--- src/sv/bb3_pkg.sv ---
`timescale 1ns / 1ps
// ----------------------------------------------------------------------------
// bb3_pkg
// Shared types and constants for the 3x3 RGB box blur core.
// ----------------------------------------------------------------------------
package bb3_pkg;

    localparam int MAX_COLUMNS = 1024;
    localparam int MAX_ROWS    = 4096;

    // line store address and frame counters
    localparam int ADDR_W  = $clog2(MAX_COLUMNS);
    localparam int COLS_W  = $clog2(MAX_COLUMNS + 1);
    localparam int ROWS_W  = $clog2(MAX_ROWS + 1);
    localparam int IROW_W  = $clog2(MAX_ROWS + 2);
    localparam int OROW_W  = $clog2(MAX_ROWS);

    // configuration port
    localparam int CFG_COLS_W = 11;
    localparam int CFG_ROWS_W = 13;
    localparam int CFG_DATA_W = 13;

    typedef enum logic [0:0] {
        REG_COLUMN_COUNT = 1'b0,
        REG_ROW_COUNT    = 1'b1
    } cfg_reg_t;

    localparam logic CMD_PIXEL = 1'b0;
    localparam logic CMD_DRAIN = 1'b1;

    // mean of nine: floor(x / 9) == (x * 7282) >> 16 for x <= 9 * 255
    localparam int SUM_W       = 12;
    localparam int RECIP_W     = 13;
    localparam int RECIP_SHIFT = 16;
    localparam logic [RECIP_W-1:0] RECIP_NINE = 13'd7282;

    // output queue
    localparam int FIFO_DEPTH = 8;
    localparam int FIFO_PTR_W = $clog2(FIFO_DEPTH);
    localparam int FIFO_CNT_W = $clog2(FIFO_DEPTH + 1);

    typedef struct packed {
        logic [7:0] red;
        logic [7:0] green;
        logic [7:0] blue;
    } pixel_t;

    // one line store entry: two previous rows at one column
    typedef struct packed {
        pixel_t older;
        pixel_t newer;
    } line_t;

    // [row] within a column: 0 oldest, 2 newest
    typedef pixel_t [2:0] win_col_t;
    // [column]: 0 oldest, 2 newest
    typedef win_col_t [2:0] win_t;

    typedef struct packed {
        logic valid;
        logic interior;
        logic last;
    } mean_ctl_t;

    typedef struct packed {
        logic       cmd;
        logic [7:0] in_red;
        logic [7:0] in_green;
        logic [7:0] in_blue;
    } in_item_t;

    typedef struct packed {
        logic [7:0] out_red;
        logic [7:0] out_green;
        logic [7:0] out_blue;
        logic       frame_end;
    } out_item_t;

endpackage

--- src/sv/bb3_mean.sv ---
`timescale 1ns / 1ps
// ----------------------------------------------------------------------------
// bb3_mean
// Window sums per channel, then divide by nine through a reciprocal multiply
// and pick mean or center pixel.
// ----------------------------------------------------------------------------
module bb3_mean
    import bb3_pkg::*;
(
    input  logic      clk,
    input  logic      rst_n,
    input  win_t      win,
    input  mean_ctl_t ctl,
    output logic      out_valid,
    output out_item_t out_item
);

    logic [SUM_W-1:0] sum_r;
    logic [SUM_W-1:0] sum_g;
    logic [SUM_W-1:0] sum_b;

    logic             d_valid_reg;
    logic             d_interior_reg;
    logic             d_last_reg;
    logic [SUM_W-1:0] d_sum_r_reg;
    logic [SUM_W-1:0] d_sum_g_reg;
    logic [SUM_W-1:0] d_sum_b_reg;
    pixel_t           d_center_reg;

    logic [SUM_W+RECIP_W-1:0] prod_r;
    logic [SUM_W+RECIP_W-1:0] prod_g;
    logic [SUM_W+RECIP_W-1:0] prod_b;

    always_comb
    begin
        sum_r = '0;
        sum_g = '0;
        sum_b = '0;
        for (int i = 0; i < 3; i++)
        begin
            for (int j = 0; j < 3; j++)
            begin
                sum_r = sum_r + SUM_W'(win[i][j].red);
                sum_g = sum_g + SUM_W'(win[i][j].green);
                sum_b = sum_b + SUM_W'(win[i][j].blue);
            end
        end
    end

    always_ff @(posedge clk or negedge rst_n)
    begin
        if (!rst_n)
        begin
            d_valid_reg <= 1'b0;
        end
        else
        begin
            d_valid_reg <= ctl.valid;
        end
    end

    always_ff @(posedge clk)
    begin
        d_interior_reg <= ctl.interior;
        d_last_reg     <= ctl.last;
        d_sum_r_reg    <= sum_r;
        d_sum_g_reg    <= sum_g;
        d_sum_b_reg    <= sum_b;
        d_center_reg   <= win[1][1];
    end

    assign prod_r = (SUM_W+RECIP_W)'(d_sum_r_reg) * (SUM_W+RECIP_W)'(RECIP_NINE);
    assign prod_g = (SUM_W+RECIP_W)'(d_sum_g_reg) * (SUM_W+RECIP_W)'(RECIP_NINE);
    assign prod_b = (SUM_W+RECIP_W)'(d_sum_b_reg) * (SUM_W+RECIP_W)'(RECIP_NINE);

    always_comb
    begin
        if (d_interior_reg)
        begin
            out_item.out_red   = prod_r[RECIP_SHIFT +: 8];
            out_item.out_green = prod_g[RECIP_SHIFT +: 8];
            out_item.out_blue  = prod_b[RECIP_SHIFT +: 8];
        end
        else
        begin
            out_item.out_red   = d_center_reg.red;
            out_item.out_green = d_center_reg.green;
            out_item.out_blue  = d_center_reg.blue;
        end
        out_item.frame_end = d_last_reg;
    end

    assign out_valid = d_valid_reg;

endmodule

--- config.mk ---
export PLATFORM = sky130hd
export DESIGN_NAME = bb3_mean
export DESIGN_NICKNAME = d
export VERILOG_FILES = /design/src/sv/bb3_pkg.sv /design/src/sv/bb3_mean.sv
export SDC_FILE = /design/constraint.sdc
export NUM_CORES = 1
export LEC_CHECK = 0
export BUFFER_PORTS_ARGS = -buffer_cell sky130_fd_sc_hd__buf_4
export CAP_MARGIN = 40
export CELL_PAD_IN_SITES_DETAIL_PLACEMENT = 1
export CELL_PAD_IN_SITES_GLOBAL_PLACEMENT = 1
export CORE_UTILIZATION = 49
export DETAILED_ROUTE_END_ITERATION = 7
export HOLD_SLACK_MARGIN = 0.02
export PLACE_DENSITY = 0.95
export RECOVER_POWER = 100
export SETUP_SLACK_MARGIN = 0.02
export SYNTH_ARGS = -nofsm -noshare
export SYNTH_HDL_FRONTEND = slang
export SYNTH_SLANG_ARGS = --single-unit
export TNS_END_PERCENT = 5
--- constraint.sdc ---
create_clock -name clk -period 9.9 [get_ports clk]
set_input_delay 0.99 -clock clk [delete_from_list [all_inputs] [get_ports clk]]
set_output_delay 0.99 -clock clk [all_outputs]
set_load 0.005 [all_outputs]
==> PnR_summary.wiki <==
{| class="wikitable"
! Metric !! Value
|-
| Dpl hpwl || 37,600 microns
|-
| Area of the mapped netlist || 0.0130 sq mm
|-
| Net count of the mapped netlist || between 2,000 and 2,500
|-
| Relative slew slack || 48.2%
|-
| Pin count of the biggest net entering global routing || 29
|-
| Post-synthesis share of cell area spent on xor and xnor gates || 3.02%
|-
| CTS H-tree lvls || 3
|-
| Final min period || 6.93 ns
|-
| Critical path, cell by cell || inv_1, fa_1, inv_1, ha_1, inv_1, fa_1, inv_1, fa_1, inv_1, fa_1, inv_1, ha_1, a21o_1, a211o_1, a2111oi_0, nor4b_1, o31a_1, o31ai_1, buf_4
|-
| Count of antenna-violating nets left after detailed routing || 0
|-
| Post-placement cell count || 1,877
|-
| Endpoint class of the critical path || output port
|-
| Final GP Congestion || 0.923
|-
| Arrival time of the worst setup path || 5.94 ns
|-
| Routed wire length per instance || 23.5 microns
|-
| Area share of the largest cell type after synthesis || 38.2%
|-
| Slowest cell on the critical path || fa_1
|-
| Number of standard cells after synthesis || 1,302
|-
| Effective utilization at floorplan || 50.0%
|-
| Period utilisation layout || 70.0%
|-
| Number of register bits inferred by synthesis || 63
|-
| Compound-cell area share of the yosys netlist || 8.66%
|-
| Buffers added on ports || 246
|-
| Placement Rows || 59
|-
| Worst setup slack after layout || 2.97 ns
|-
| Final setup violation count || 0
|-
| Post-route setup TNS || 0 ns
|-
| Crit path launch || d_sum_g_reg[2]$_DFF_P_
|-
| Multiplexer fraction of the synthesized cell area || less than 1%
|-
| Area delta synth->final || 18.2%
|-
| Total Nets Final || roughly 2,300
|-
| Non-filler instance count after layout || roughly 1,900
|-
| Total of max-cap violations || 0
|-
| DIE AREA || 0.0273 sq mm
|-
| Post-detailed-routing wire length || 44,400 microns
|-
| Maximum frequency from static timing analysis || between 100 and 150 MHz
|-
| CTS Root Cell || clkbuf_16
|-
| Delay of the slowest cell on the worst path || 0.55 ns
|-
| Transition at the pin with the smallest max-transition slack || 0.757 ns
|-
| Remaining global-route overflow || 0
|-
| Post-synth EDFFs || 0
|-
| Post-synthesis sequential area ratio || 9.71%
|-
| Met2 Use GR || 65.3%
|-
| Met1 track demand over resource in global routing || 33.0%
|-
| Max-slew violations || 0
|-
| Dominant combinational cell family by area after synthesis || adder cells
|-
| Clock tree sinks || 63
|-
| Pre-antenna DRT Iters || 5
|-
| Share of final-layout standard cells stronger than drive strength 1 || approximately 16%
|-
| CTS buffer count || 9
|-
| Count of endpoints failing hold in the final timing report || 0
|-
| I/O pin total || between 200 and 250
|-
| Synth warnings || 0
|-
| Number of gates resized after CTS || 0
|-
| Unrepaired setup endpoints after global routing || no
|-
| Critical path class || reg -> out
|-
| Number of antenna violations at the first check in global routing || 0
|-
| Iteration-0 DRC Markers || 480
|-
| CP max FO || 3
|-
| Most frequent CP cell || inv_1
|-
| Vias/cell || 5.70
|-
| Horizontal extent of the die || 165 microns
|-
| Busiest metal layer after global routing || met2
|-
| Count of antenna diodes in the layout || 0
|-
| Kind of path behind the tightest hold check || in -> async
|-
| Std-Cell Core Area || 0.0261 sq mm
|-
| Primary flip-flop cell chosen by synthesis mapping || dfxtp_1
|-
| Average size of a mapped cell || 10.0 sq um
|-
| Critical Path Sink || out_item[13]
|-
| Leading cell types by total area after synthesis || fa_1 38%, ha_1 23%, inv_1 11%
|-
| TritonCTS clock tree || built
|-
| Post-synthesis cell type with the largest combined area || fa_1
|-
| Met3 track utilization from global routing || 6.87%
|-
| Routed via count || 10,799
|-
| All-Layer GR Usage || 34.3%
|-
| Startpoint kind of the worst setup timing path || flop
|-
| Post-synthesis simple-gate area fraction || 6.03%
|-
| Number of global-route vias before repair || about 13,000
|-
| Fraction of registers with async set/reset || 1.59%
|-
| Data required time of the critical path || between 8 and 9 ns
|-
| Run status || complete, no violations
|-
| Height of the chip || 165 microns
|-
| Post-CTS repair timing setup buffer count || 0
|-
| Adder-Cell Fraction of Synth Area || 61.0%
|-
| Global-route wire length before repair || a little under 70,000 microns
|-
| Clock transition at the register clock pins on the worst setup and hold paths after CTS || 0.06 ns
|-
| Setup WS pre-CTS || 3.65 ns
|-
| DRC violation count after routing || 0
|-
| Total of fill cells in the finished design || approximately 3,000
|-
| Quantity of hold-fixing buffers added after cts || 0
|-
| Number of buffers on the longest clock path || 2
|-
| Number of distinct library cell variants in the gate-level netlist after synthesis || 64
|-
| Number of flip-flops under the largest register name || 24
|}
[worst max-delay path, delay by kind of cell (launching register included)]
family / cells / cell delay (ns)
buffers and inverters: 7 / 0.65
and+or+nand+nor: 1 / 0.18
adders and majority gates: 6 / 2.79
DFF: 1 / 0.38
AOI/OAI and AO/OA: 5 / 1.58
[layer usage]
metal / share of wire, % / vias up
met3: 5.3 / 222
met5: 0 / -
li1: - / 4619
met1: 32 / 5459
met2: 55 / 499
met4: 7.1 / 0
[cells by family after synthesis]
group                    after synthesis
AO/OA/AOI/OAI                        166
XOR/XNOR                              45
adder cells (fa/ha/maj)              486
buffers and inverters                374
flip-flops                            63
multiplexers                           8
AND/OR/NAND/NOR                      160
[layout make-up]
| class | count | area, sq um | area share, % |
|---|---|---|---|
| inverters | 366 | 1370 | 8.91 |
| flip-flops and latches | 63 | 1270 | 8.21 |
| clock inverters | 3 | 17.5 | 0.114 |
| repair buffers | 248 | 1750 | 11.3 |
| multi-input cells | 865 | 10300 | 67.0 |
| clock buffers | 13 | 260 | 1.69 |
| well taps | 335 | 419 | 2.72 |
[cells in the mapped netlist (3+ instances only)]
library cell	number
o21a_1	12
a211oi_1	6
fa_1	249
a31oi_1	4
o31a_1	3
nand2_1	44
a21oi_1	42
nor2b_1	9
o31ai_1	4
xnor2_1	30
and3_1	4
o21ai_1	4
a211o_1	4
xor2_1	15
and2_1	6
a21o_1	22
inv_1	366
o21ai_0	26
a21boi_0	3
o211ai_1	6
ha_1	237
mux2_2	8
a31o_2	3
o41ai_1	3
nand3_1	6
or3_1	5
nor2_1	41
nor3_1	20
clkbuf_1	4
dfxtp_1	62
nand4_1	10
[how the worst min path moves through the flow]
stage	start	to	slack (ns)	depth (start not counted)
finish	rst_n	out_valid$_DFF_PN0_	0.42	1
floorplan	rst_n	out_valid$_DFF_PN0_	0.69	0
global route	rst_n	out_valid$_DFF_PN0_	0.43	1
detailed placement	rst_n	out_valid$_DFF_PN0_	0.77	1
global placement	rst_n	out_valid$_DFF_PN0_	0.77	1
CTS	rst_n	out_valid$_DFF_PN0_	0.41	1
[cell usage in the layout (no fill, tap or decap), types with 21 or more instances in the layout]
master and count:
o21ai_0 28, clkbuf_1 33, buf_4 195, a21o_1 22, inv_1 366, ha_1 237, nor3_1 21, nor2_1 41
clkbuf_4 22, xnor2_1 30, nand2_1 44, fa_1 249, a21oi_1 42, dfxtp_1 62
[per-stage QoR]
stage	util, %	instance area (sq um)	hold WS, ns
2_1_floorplan	-	13000	0.694
3_3_place_gp	58.6	15300	0.766
3_5_place_dp	58.6	15300	0.768
4_1_cts	59.7	15500	0.407
5_1_grt	59.2	15400	0.425
6_report	59.2	15400	0.423
Power is not shown: default switching activity piles up to over one toggle a cycle in this logic, so the estimate is an artifact.
